<file path="config.mk">
export PLATFORM = sky130hd
export DESIGN_NAME = crc_checked_reply_frame_parser
export DESIGN_NICKNAME = d
export VERILOG_FILES = /design/src/design/crp_pkg.sv /design/src/design/crp_in_stage.sv /design/src/design/crp_frame_core.sv /design/src/design/crp_out_stage.sv /design/src/design/crc_checked_reply_frame_parser.sv
export SDC_FILE = /design/constraint.sdc
export NUM_CORES = 1
export LEC_CHECK = 0
export BUFFER_PORTS_ARGS = -buffer_cell sky130_fd_sc_hd__buf_4
export CORE_MARGIN = 1
export CORE_UTILIZATION = 35
export CTS_BUF_LIST = sky130_fd_sc_hd__clkbuf_4 sky130_fd_sc_hd__clkbuf_8
export CTS_CLUSTER_DIAMETER = 200
export DETAILED_ROUTE_END_ITERATION = 16
export SLEW_MARGIN = 5
export SYNTH_ARGS = -nofsm -noshare
export SYNTH_HDL_FRONTEND = slang
export SYNTH_HIERARCHICAL = 1
export SYNTH_SLANG_ARGS = --single-unit
</file>
<file path="constraint.sdc">
create_clock -name clk -period 4.5 [get_ports clk]
set_input_delay 0.675 -clock clk [delete_from_list [all_inputs] [get_ports clk]]
set_output_delay 0.675 -clock clk [all_outputs]
set_load 0.05 [all_outputs]
</file>
<file path="src/design/crp_pkg.sv">
// Shared types, constants and the CRC-16/XMODEM byte update for the reply frame parser.
`default_nettype none

package crp_pkg;

  // Frame geometry.
  localparam int FRAME_LEN   = 11;
  localparam int CRC_SPAN    = 7;
  localparam int STORE_DEPTH = FRAME_LEN - 1;
  localparam int COUNT_W     = 4;
  localparam logic [COUNT_W-1:0] COUNT_MAX  = 4'd15;
  localparam logic [COUNT_W-1:0] LAST_POS   = 4'(FRAME_LEN - 1);
  localparam logic [COUNT_W-1:0] CRC_END    = 4'(CRC_SPAN);
  localparam logic [COUNT_W-1:0] STORE_END  = 4'(STORE_DEPTH);

  // CRC-16/XMODEM.
  localparam logic [15:0] CRC_POLY = 16'h1021;
  localparam logic [15:0] CRC_INIT = 16'h0000;

  // Fixed frames, byte 0 in the top byte.
  localparam logic [8*FRAME_LEN-1:0] CRC_ERR_FRAME = 88'hff_00_00_33_02_60_fa_5b_39_55_aa;
  localparam logic [8*FRAME_LEN-1:0] DATA_OK_FRAME = 88'hff_00_00_22_02_a0_01_68_1c_55_aa;

  // Framing bytes of a command reply.
  localparam logic [7:0] HDR_SYNC  = 8'hff;
  localparam logic [7:0] HDR_ZERO  = 8'h00;
  localparam logic [7:0] HDR_ADDR  = 8'h00;
  localparam logic [7:0] HDR_TYPE  = 8'h11;
  localparam logic [7:0] HDR_LEN   = 8'h02;
  localparam logic [7:0] TRL_FIRST = 8'h55;
  localparam logic [7:0] TRL_LAST  = 8'haa;
  localparam logic [7:0] RSP_OK    = 8'h01;
  localparam logic [7:0] RSP_ERR   = 8'hfa;

  typedef enum logic [2:0] {
    ST_UNPACK_ER = 3'd0,
    ST_CRC_ER    = 3'd1,
    ST_DATA_OK   = 3'd2,
    ST_CMD_OK    = 3'd3,
    ST_CMD_ER    = 3'd4
  } status_t;

  typedef struct packed {
    logic [7:0] data_byte;
    logic       frame_end;
  } byte_word_t;

  typedef struct packed {
    status_t    status;
    logic [7:0] command_code;
  } reply_word_t;

  // Handshake between the input register and the frame core.
  typedef struct packed {
    logic hold_valid;
  } hold_ctl_t;

  // One byte of CRC-16/XMODEM, MSB first.
  function automatic logic [15:0] crc_byte(input logic [15:0] crc, input logic [7:0] b);
    logic [15:0] c;
    c = crc ^ {b, 8'h00};
    for (int k = 0; k < 8; k++) begin
      if (c[15]) begin
        c = {c[14:0], 1'b0} ^ CRC_POLY;
      end else begin
        c = {c[14:0], 1'b0};
      end
    end
    return c;
  endfunction

endpackage

`default_nettype wire

</file>
<file path="src/design/crp_in_stage.sv">
// Input register that holds one received byte word until the frame core takes it.
`default_nettype none

module crp_in_stage
  import crp_pkg::*;
(
  input  wire logic       clk,
  input  wire logic       rst,
  input  wire logic       byte_valid,
  output logic            byte_stall,
  input  wire byte_word_t byte_word,
  input  wire logic       fire,
  output hold_ctl_t       ctl,
  output byte_word_t      hold_word
);

  logic hold_valid;

  // The register is free when empty or when its word moves on this cycle.
  assign byte_stall = hold_valid && !fire;

  always_ff @(posedge clk) begin
    if (rst) begin
      hold_valid <= 1'b0;
    end else if (!byte_stall) begin
      hold_valid <= byte_valid;
    end
  end

  always_ff @(posedge clk) begin
    if (!byte_stall && byte_valid) begin
      hold_word <= byte_word;
    end
  end

  assign ctl.hold_valid = hold_valid;

endmodule

`default_nettype wire

</file>
<file path="src/design/crp_frame_core.sv">
// Byte count, running CRC, frame byte store and classification of a finished frame.
`default_nettype none

module crp_frame_core
  import crp_pkg::*;
(
  input  wire logic        clk,
  input  wire logic        rst,
  input  wire hold_ctl_t   ctl,
  input  wire byte_word_t  hold_word,
  input  wire logic        reply_free,
  output logic             fire,
  output logic             res_fire,
  output reply_word_t      result
);

  logic [COUNT_W-1:0] byte_count;
  logic [COUNT_W-1:0] byte_count_next;
  logic [15:0]        crc_accumulator;
  logic [15:0]        crc_accumulator_next;
  logic [7:0]         frame_bytes [STORE_DEPTH];
  logic [8*FRAME_LEN-1:0] frame_vec;
  logic               framing_ok;
  logic               crc_ok;

  // A non-final byte always moves; a final byte needs room in the result register.
  assign fire     = ctl.hold_valid && (!hold_word.frame_end || reply_free);
  assign res_fire = fire && hold_word.frame_end;

  // Count and CRC update for the byte in the input register.
  always_comb begin
    crc_accumulator_next = crc_accumulator;
    if (byte_count < CRC_END) begin
      crc_accumulator_next = crc_byte(crc_accumulator, hold_word.data_byte);
    end
    byte_count_next = (byte_count < COUNT_MAX) ? byte_count + 4'd1 : COUNT_MAX;
    if (hold_word.frame_end) begin
      byte_count_next      = '0;
      crc_accumulator_next = CRC_INIT;
    end
  end

  always_ff @(posedge clk) begin
    if (rst) begin
      byte_count      <= '0;
      crc_accumulator <= CRC_INIT;
    end else if (fire) begin
      byte_count      <= byte_count_next;
      crc_accumulator <= crc_accumulator_next;
    end
  end

  // Store bytes 0 to 9; byte 10 is the current byte when the frame is classified.
  always_ff @(posedge clk) begin
    if (fire && byte_count < STORE_END) begin
      frame_bytes[byte_count] <= hold_word.data_byte;
    end
  end

  // Whole frame with byte 0 on top.
  always_comb begin
    for (int i = 0; i < STORE_DEPTH; i++) begin
      frame_vec[8*(FRAME_LEN-1-i) +: 8] = frame_bytes[i];
    end
    frame_vec[7:0] = hold_word.data_byte;
  end

  assign crc_ok = frame_bytes[7] == crc_accumulator[7:0] &&
                  frame_bytes[8] == crc_accumulator[15:8];

  assign framing_ok = frame_bytes[0] == HDR_SYNC && frame_bytes[1] == HDR_ZERO &&
                      frame_bytes[2] == HDR_ADDR && frame_bytes[3] == HDR_TYPE &&
                      frame_bytes[4] == HDR_LEN  && frame_bytes[9] == TRL_FIRST &&
                      hold_word.data_byte == TRL_LAST;

  // Classification, in order of precedence. Only an 11-byte frame can pass.
  always_comb begin
    result.status       = ST_UNPACK_ER;
    result.command_code = 8'h00;
    if (byte_count == LAST_POS) begin
      if (frame_vec == CRC_ERR_FRAME) begin
        result.status = ST_CRC_ER;
      end else if (frame_vec == DATA_OK_FRAME) begin
        result.status = ST_DATA_OK;
      end else if (crc_ok && framing_ok) begin
        if (frame_bytes[6] == RSP_OK) begin
          result.status       = ST_CMD_OK;
          result.command_code = frame_bytes[5];
        end else if (frame_bytes[6] == RSP_ERR) begin
          result.status       = ST_CMD_ER;
          result.command_code = frame_bytes[5];
        end
      end
    end
  end

endmodule

`default_nettype wire

</file>
<file path="src/design/crp_out_stage.sv">
// Result register that holds one reply word until the receiver takes it.
`default_nettype none

module crp_out_stage
  import crp_pkg::*;
(
  input  wire logic        clk,
  input  wire logic        rst,
  input  wire logic        res_fire,
  input  wire reply_word_t result,
  output logic             reply_free,
  output logic             reply_valid,
  input  wire logic        reply_stall,
  output reply_word_t      reply_word
);

  // Free when empty or when the waiting word is taken this cycle.
  assign reply_free = !reply_valid || !reply_stall;

  always_ff @(posedge clk) begin
    if (rst) begin
      reply_valid <= 1'b0;
    end else if (reply_free) begin
      reply_valid <= res_fire;
    end
  end

  always_ff @(posedge clk) begin
    if (reply_free && res_fire) begin
      reply_word <= result;
    end
  end

endmodule

`default_nettype wire

</file>
<file path="src/design/crc_checked_reply_frame_parser.sv">
// Top level of the CRC-16/XMODEM checked reply frame parser.
//
//   Channel  Dir  Handshake                 Word
//   byte     in   byte_valid / byte_stall   byte_word  (data_byte, frame_end)
//   reply    out  reply_valid / reply_stall reply_word (status, command_code)
//
// One byte word is taken per cycle while the input register is not stalled. A byte waits in the input register
// and the frame core updates the count, CRC and store from there; a final byte
// moves its reply into the result register once that register is free, and the reply
// is offered from there. Only a final byte waits on a stalled result register.
// Reset clears the count, the CRC and both valid flags; no clearing pass is needed.
`default_nettype none

module crc_checked_reply_frame_parser
  import crp_pkg::*;
(
  input  wire logic        clk,
  input  wire logic        rst,
  input  wire logic        byte_valid,
  output logic             byte_stall,
  input  wire byte_word_t  byte_word,
  output logic             reply_valid,
  input  wire logic        reply_stall,
  output reply_word_t      reply_word
);

  hold_ctl_t   ctl;
  byte_word_t  hold_word;
  logic        fire;
  logic        res_fire;
  logic        reply_free;
  reply_word_t result;

  crp_in_stage u_in_stage (
    .clk        (clk),
    .rst        (rst),
    .byte_valid (byte_valid),
    .byte_stall (byte_stall),
    .byte_word  (byte_word),
    .fire       (fire),
    .ctl        (ctl),
    .hold_word  (hold_word)
  );

  crp_frame_core u_frame_core (
    .clk        (clk),
    .rst        (rst),
    .ctl        (ctl),
    .hold_word  (hold_word),
    .reply_free (reply_free),
    .fire       (fire),
    .res_fire   (res_fire),
    .result     (result)
  );

  crp_out_stage u_out_stage (
    .clk         (clk),
    .rst         (rst),
    .res_fire    (res_fire),
    .result      (result),
    .reply_free  (reply_free),
    .reply_valid (reply_valid),
    .reply_stall (reply_stall),
    .reply_word  (reply_word)
  );

endmodule

`default_nettype wire

</file>
==> results_dict.tcl, run 1 <==
set metrics [dict create \
    status "finished, final reports clean" \
    drt_iter0_markers 155 \
    synth_edf_count 100 \
    grt_max_degree 23 \
    ys_seq_area_frac 0.720 \
    hold_start "byte_word[7]" \
    clk_path_buf_depth 2 \
    via_per_inst 4.91 \
    hold_buffers 0 \
    finClkSkew_ns 0.00720 \
    synth_top_cell_area_share 0.628 \
    max-slew-margin-rel 0.282 \
    clkLatencyLatePin_ns 0.43 \
    cts_buffers 17 \
    overflow 0 \
    period_share 0.674 \
    synth.most_common_cell "edfxtp_1" \
    diodes 0 \
    rows 42 \
    end_kind "output pin" \
    cts.sinks 122 \
    r2r-end "u_frame_core/crc_accumulator[5]" \
    cts_htree_levels 4 \
    setup_viol 0 \
    final.fill_count 1216 \
    routed_wl_um 9090 \
    syn_to_final_growth_pct 17.4 \
    tightest_slew_ns 1.07 \
    gp_congestion 0.770 \
    cts.repair.resized 0 \
    io_buffers 25 \
    initial_core_util 0.360 \
    die_w_um 119 \
    io_pins 26 \
    ant_nets 0 \
    final_nets 380 \
    synth_seq_cells 122 \
    clockRootBuffer "clkbuf_8" \
    drc 0 \
    p_leak_nw 1.89 \
    drv_cap 0 \
    finalMaxSlewViolations 0 \
    grt_pass1_vias 2782 \
    netlist_instances 321 \
    synth_ff_type "edfxtp_1" \
    critPathArrivalTime_ns 2.36 \
    critPathLaunch "u_in_stage/hold_word[0]" \
    syn_nets 338 \
    postCtsSetupRepairBufs 0 \
    r2r_cells 6 \
    crit_fanout 14 \
    r2r_slack_ns 1.91 \
    fin_area_mm2 0.00561 \
    core_area_mm2 0.0133 \
    hold_viol 0 \
    ir_drop_mv 0.294 \
    postSynth.asyncResetShare 0 \
    utilization 0.422 \
    grt_pass1_wl_um 14900 \
    groute.usage.overall 0.145 \
    dr.pass1.iters 4 \
    cts_tree "done" \
    synth_largest_area_cell "edfxtp_1" \
    fmax_mhz 330 \
    cp-start-kind "flip-flop" \
    worst-setup-path-type "flip-flop to output pin" \
    min_path_type "primary input to flip-flop" \
    wl_per_cell_um 16.5 \
    tns_ns 0 \
    hpwl_um 6110 \
    rsz0062_at_grt "no" \
    drive_gt1_frac 0.176 \
    yosys_warnings 6 \
    cellPowerDensity_mw_per_mm2 433 \
    hold_path_end "u_in_stage/hold_word[7]" \
    synth_area_leaders "edfxtp_1, dfxtp_1, xnor2_1" \
    die_y_um 119 \
    placed_cell_area_mm2 0.00520 \
    layout_min_cycle_time_ns 3.03 \
    power_mw 2.43 \
    synth_commonest_cells "edfxtp_1, xnor2_1, dfxtp_1, nor2_1" \
    required_ns 3.83 \
    synthDistinctLibCells 37 \
    syn_avg_cell_area_um2 14.9 \
    antenna_found_initial 0 \
    post_synth_instance_area_mm2 0.00478 \
    path_clk_slew_ns 0.06 \
    reg2reg_from "u_in_stage/hold_word[0]" \
    dieArea_mm2 0.0141 \
    num_vias 2705 \
    whs_path_depth 1 \
]
-- how the worst max path moves through the flow --
stage                                           end  depth (start not counted)  slack, ns
floorplan            u_frame_core/frame_bytes[0][0]                          4       2.05
global placement                         byte_stall                          6       1.74
detailed placement  u_frame_core/crc_accumulator[5]                          7       1.67
CTS                                      byte_stall                          5       1.46
global route                             byte_stall                          5       1.28
finish                                   byte_stall                          5       1.47
-- routing by layer --
layer  routed length, um  track usage  share of wire  vias up
li1                    -            -              -     1310
met1                4260        0.192           0.47     1300
met2                4140        0.208           0.46       82
met3                 542       0.0460          0.060       13
met4                 155       0.0831          0.017        0
met5                   0            0              0        -
-- flip-flops by register name, indices dropped and copies added (netlist names) --
name / flops
u_frame_core/byte_count: 4
u_frame_core/frame_bytes: 80
u_out_stage/reply_word: 11
u_out_stage/reply_valid: 1
u_frame_core/crc_accumulator: 16
u_in_stage/hold_word: 9
u_in_stage/ctl: 1
-- layout by cell type (no fill, tap or decap), types with 3 or more instances in the layout --
cell type  Yosys  final
xor2_1        15     15
nor4_1        11     11
buf_4          1     32
clkbuf_4       0      3
and3_1        10     10
a31oi_1        3      3
nor3_1         6      6
xnor2_1       23     23
edfxtp_1     100    100
nand3_1        6      6
and4_1         3      3
and4b_1        3      3
bufinv_16      0      4
and2_1         7      7
clkbuf_8       0     17
nor2_1        22     22
nand4_1        9      9
clkinv_1       0      4
a21oi_1        9      9
nand2_1       10     10
ha_1           4      4
nor4b_1       10     10
a22oi_1       15     15
inv_1          6      6
dfxtp_1       22     22
-- area by class of cell --
cell class | instances | area [um^2] | share of cell area
well taps | 176 | 220 | 0.0392
repair buffers | 32 | 240 | 0.0428
inverters | 6 | 22.5 | 0.00401
flip-flops and latches | 122 | 3440 | 0.614
clock inverters | 11 | 153 | 0.0272
clock buffers | 20 | 256 | 0.0457
multi-input cells | 184 | 1280 | 0.227
-- cell families (layout without fill, tap and decap cells) --
logic type | after synthesis | count (layout) | share of synthesized area
fa+ha+maj | 4 | 4 | 0.0105
compound gates | 31 | 31 | 0.0427
xor+xnor | 38 | 38 | 0.0696
flops | 122 | 122 | 0.720
simple gates | 111 | 111 | 0.144
buf+inv | 15 | 69 | 0.0128
-- where the power goes --
| group | switching [mW] | internal, mW |
|---|---|---|
| Clock | 0.393 | 0.608 |
| Combinational | 0.0899 | 0.0593 |
| Sequential | 0.0296 | 1.25 |
-- critical path, stage by stage, from the launching register on --
cell and delay [ns]:
edfxtp_1 0.43, inv_1 0.11, o21ai_1 0.71, inv_1 0.27, nor2b_4 0.19, buf_4 0.21
-- stage by stage --
stage          hold slack [ns]  std cells  setup slack, ns
4_1_cts                  0.381        551             1.46
2_1_floorplan            0.469        321             2.05
3_5_place_dp             0.516        520             1.67
3_3_place_gp             0.509        520             1.74
6_report                 0.420        551             1.47
5_1_grt                  0.378        551             1.28
No activity file was read; power rests on OpenSTA's default activity.
==> run 2: changes to the inputs <==
==> constraint.sdc (replaced) <==
create_clock -name clk -period 2.5 [get_ports clk]
set_input_delay 0.375 -clock clk [delete_from_list [all_inputs] [get_ports clk]]
set_output_delay 0.375 -clock clk [all_outputs]
set_load 0.05 [all_outputs]
==> results_dict.tcl, run 2 (synthesis results as in run 1) <==
set metrics [dict create \
    status "finished, final reports clean" \
    final_common_cell "edfxtp_1" \
    grt_pass1_vias 2798 \
    top_layer "met4" \
    tns_ns 0 \
    grt_pass1_wl_um 15000 \
    worst-setup-path-type "flip-flop to output pin" \
    hold_buffers 0 \
    gp_congestion 0.814 \
    top_regs "u_frame_core/frame_bytes (80), u_frame_core/crc_accumulator (16), u_out_stage/reply_word (11)" \
    hold_viol 0 \
    cts_buffers 17 \
    drive_gt1_frac 0.208 \
    min_path_type "primary input to flip-flop" \
    dieArea_mm2 0.0141 \
    end_kind "output pin" \
    initial_core_util 0.360 \
    p_int_mw 3.45 \
    final_cell_mix "edfxtp_1, buf_4, xnor2_1" \
    clkLatencyLatePin_ns 0.43 \
    ir_drop_mv 0.303 \
    clk_path_buf_depth 2 \
    p_switching_mw 1.01 \
    clkPwrFrac 0.421 \
    finalMaxSlewViolations 0 \
    cts_tree "done" \
    drt-met1-wl_um 4470 \
    routed_wl_um 9460 \
    p_seq_frac 0.511 \
    finClkSkew_ns 0.00885 \
    period_share 0.935 \
    critPathArrivalTime_ns 1.96 \
    max-slew-margin-rel 0.588 \
    required_ns 2.12 \
    layout_min_cycle_time_ns 2.34 \
    p_comb_frac 0.068 \
    sw_frac_of_total 0.227 \
    num_vias 2757 \
    cp-start-kind "flip-flop" \
    die_w_um 119 \
    wl_per_cell_um 16.9 \
    top_register "u_frame_core/frame_bytes" \
    setup_viol 0 \
    dr.pass1.iters 4 \
    overflow 0 \
    clockRootBuffer "clkbuf_8" \
    die_y_um 119 \
    path_clk_slew_ns 0.07 \
    crit_fanout 8 \
    p_leak_nw 1.92 \
    fin_area_mm2 0.00570 \
    io_pins 26 \
    postCtsSetupRepairBufs 0 \
    wl_met2_um 4450 \
    antenna_found_initial 0 \
    rsz0062_at_grt "no" \
    dr_wl_met3_um 486 \
    cts_htree_levels 4 \
    drv_cap 0 \
    syn_to_final_growth_pct 19.3 \
    whs_ns 0.123 \
    diodes 0 \
    cellPowerDensity_mw_per_mm2 782 \
    groute.usage.overall 0.145 \
    drt_iter0_markers 186 \
    tightest_slew_ns 0.617 \
    io_buffers 25 \
    hpwl_um 6250 \
    fmax_mhz 428 \
    cts.sinks 122 \
    drc 0 \
    placed_cell_area_mm2 0.00526 \
    via_per_inst 4.92 \
    largest_reg_flops 80 \
    core_area_mm2 0.0133 \
    final_nets 388 \
    utilization 0.429 \
    rows 42 \
    grt_max_degree 23 \
    ant_nets 0 \
]
-- run 2: changes by cell type in the layout (fill, tap and decap cells not counted), moves of 3 or more --
cell,before,now
clkbuf_4,3,0
clkinv_4,0,3
clkinv_1,4,0
clkinvlp_4,1,6
buf_4,32,40
-- run 2: repair_timing --
action | 4_1_cts | 5_1_grt
gates resized for setup | 1 | 0
endpoints found under the hold margin | 0 | 0
endpoints found under the setup margin | 1 | 0
-- run 2: layout make-up --
cell class                 instances  area [um^2]
timing repair buffer              40          300
fill                            1210         7590
tap                              176          220
inverter                           6         22.5
multi-input combinational        184         1280
clock inverter                    15          201
sequential                       122         3440
clock buffer                      17          234
-- run 2: through the flow --
step                instances  worst slack (ns)  power [mW]
finish                    560             0.161        4.46
global route              560           0.00161        4.63
CTS                       560             0.120        4.51
detailed placement        528             0.337        2.63
global placement          528             0.403        2.63
floorplan                 321             0.180        2.52
-- run 2: worst paths after layout --
check                                         from                               end  slack (ns)  depth (start not counted)
setup / recovery           u_in_stage/hold_word[0]                        byte_stall        0.16                          6
hold / removal                        byte_word[0]           u_in_stage/hold_word[0]        0.12                          1
setup reg to reg           u_in_stage/hold_word[3]         u_out_stage/reply_word[4]        0.35                          5
hold reg to reg   u_frame_core/crc_accumulator[15]  u_frame_core/crc_accumulator[15]        0.50                          2
-- run 2: power groups by stage --
stage | combinational (mW) | clock, mW | sequential, mW
2_1_floorplan | 0.157 | 0 | 2.36
3_3_place_gp | 0.302 | 0 | 2.32
3_5_place_dp | 0.306 | 0 | 2.32
4_1_cts | 0.308 | 1.92 | 2.28
5_1_grt | 0.333 | 2.01 | 2.28
6_report | 0.304 | 1.88 | 2.28
-- run 2: worst max-delay path: stages, from the launching register on --
cell	delay, ns
edfxtp_1	0.43
inv_1	0.11
o21ai_2	0.34
buf_4	0.22
inv_1	0.10
nor2b_4	0.13
buf_4	0.20
-- run 2: routing by layer --
metal,GRT usage,vias up
met3,0.0469,4
li1,-,1322
met5,0,-
met2,0.217,80
met1,0.194,1351
met4,0.0641,0
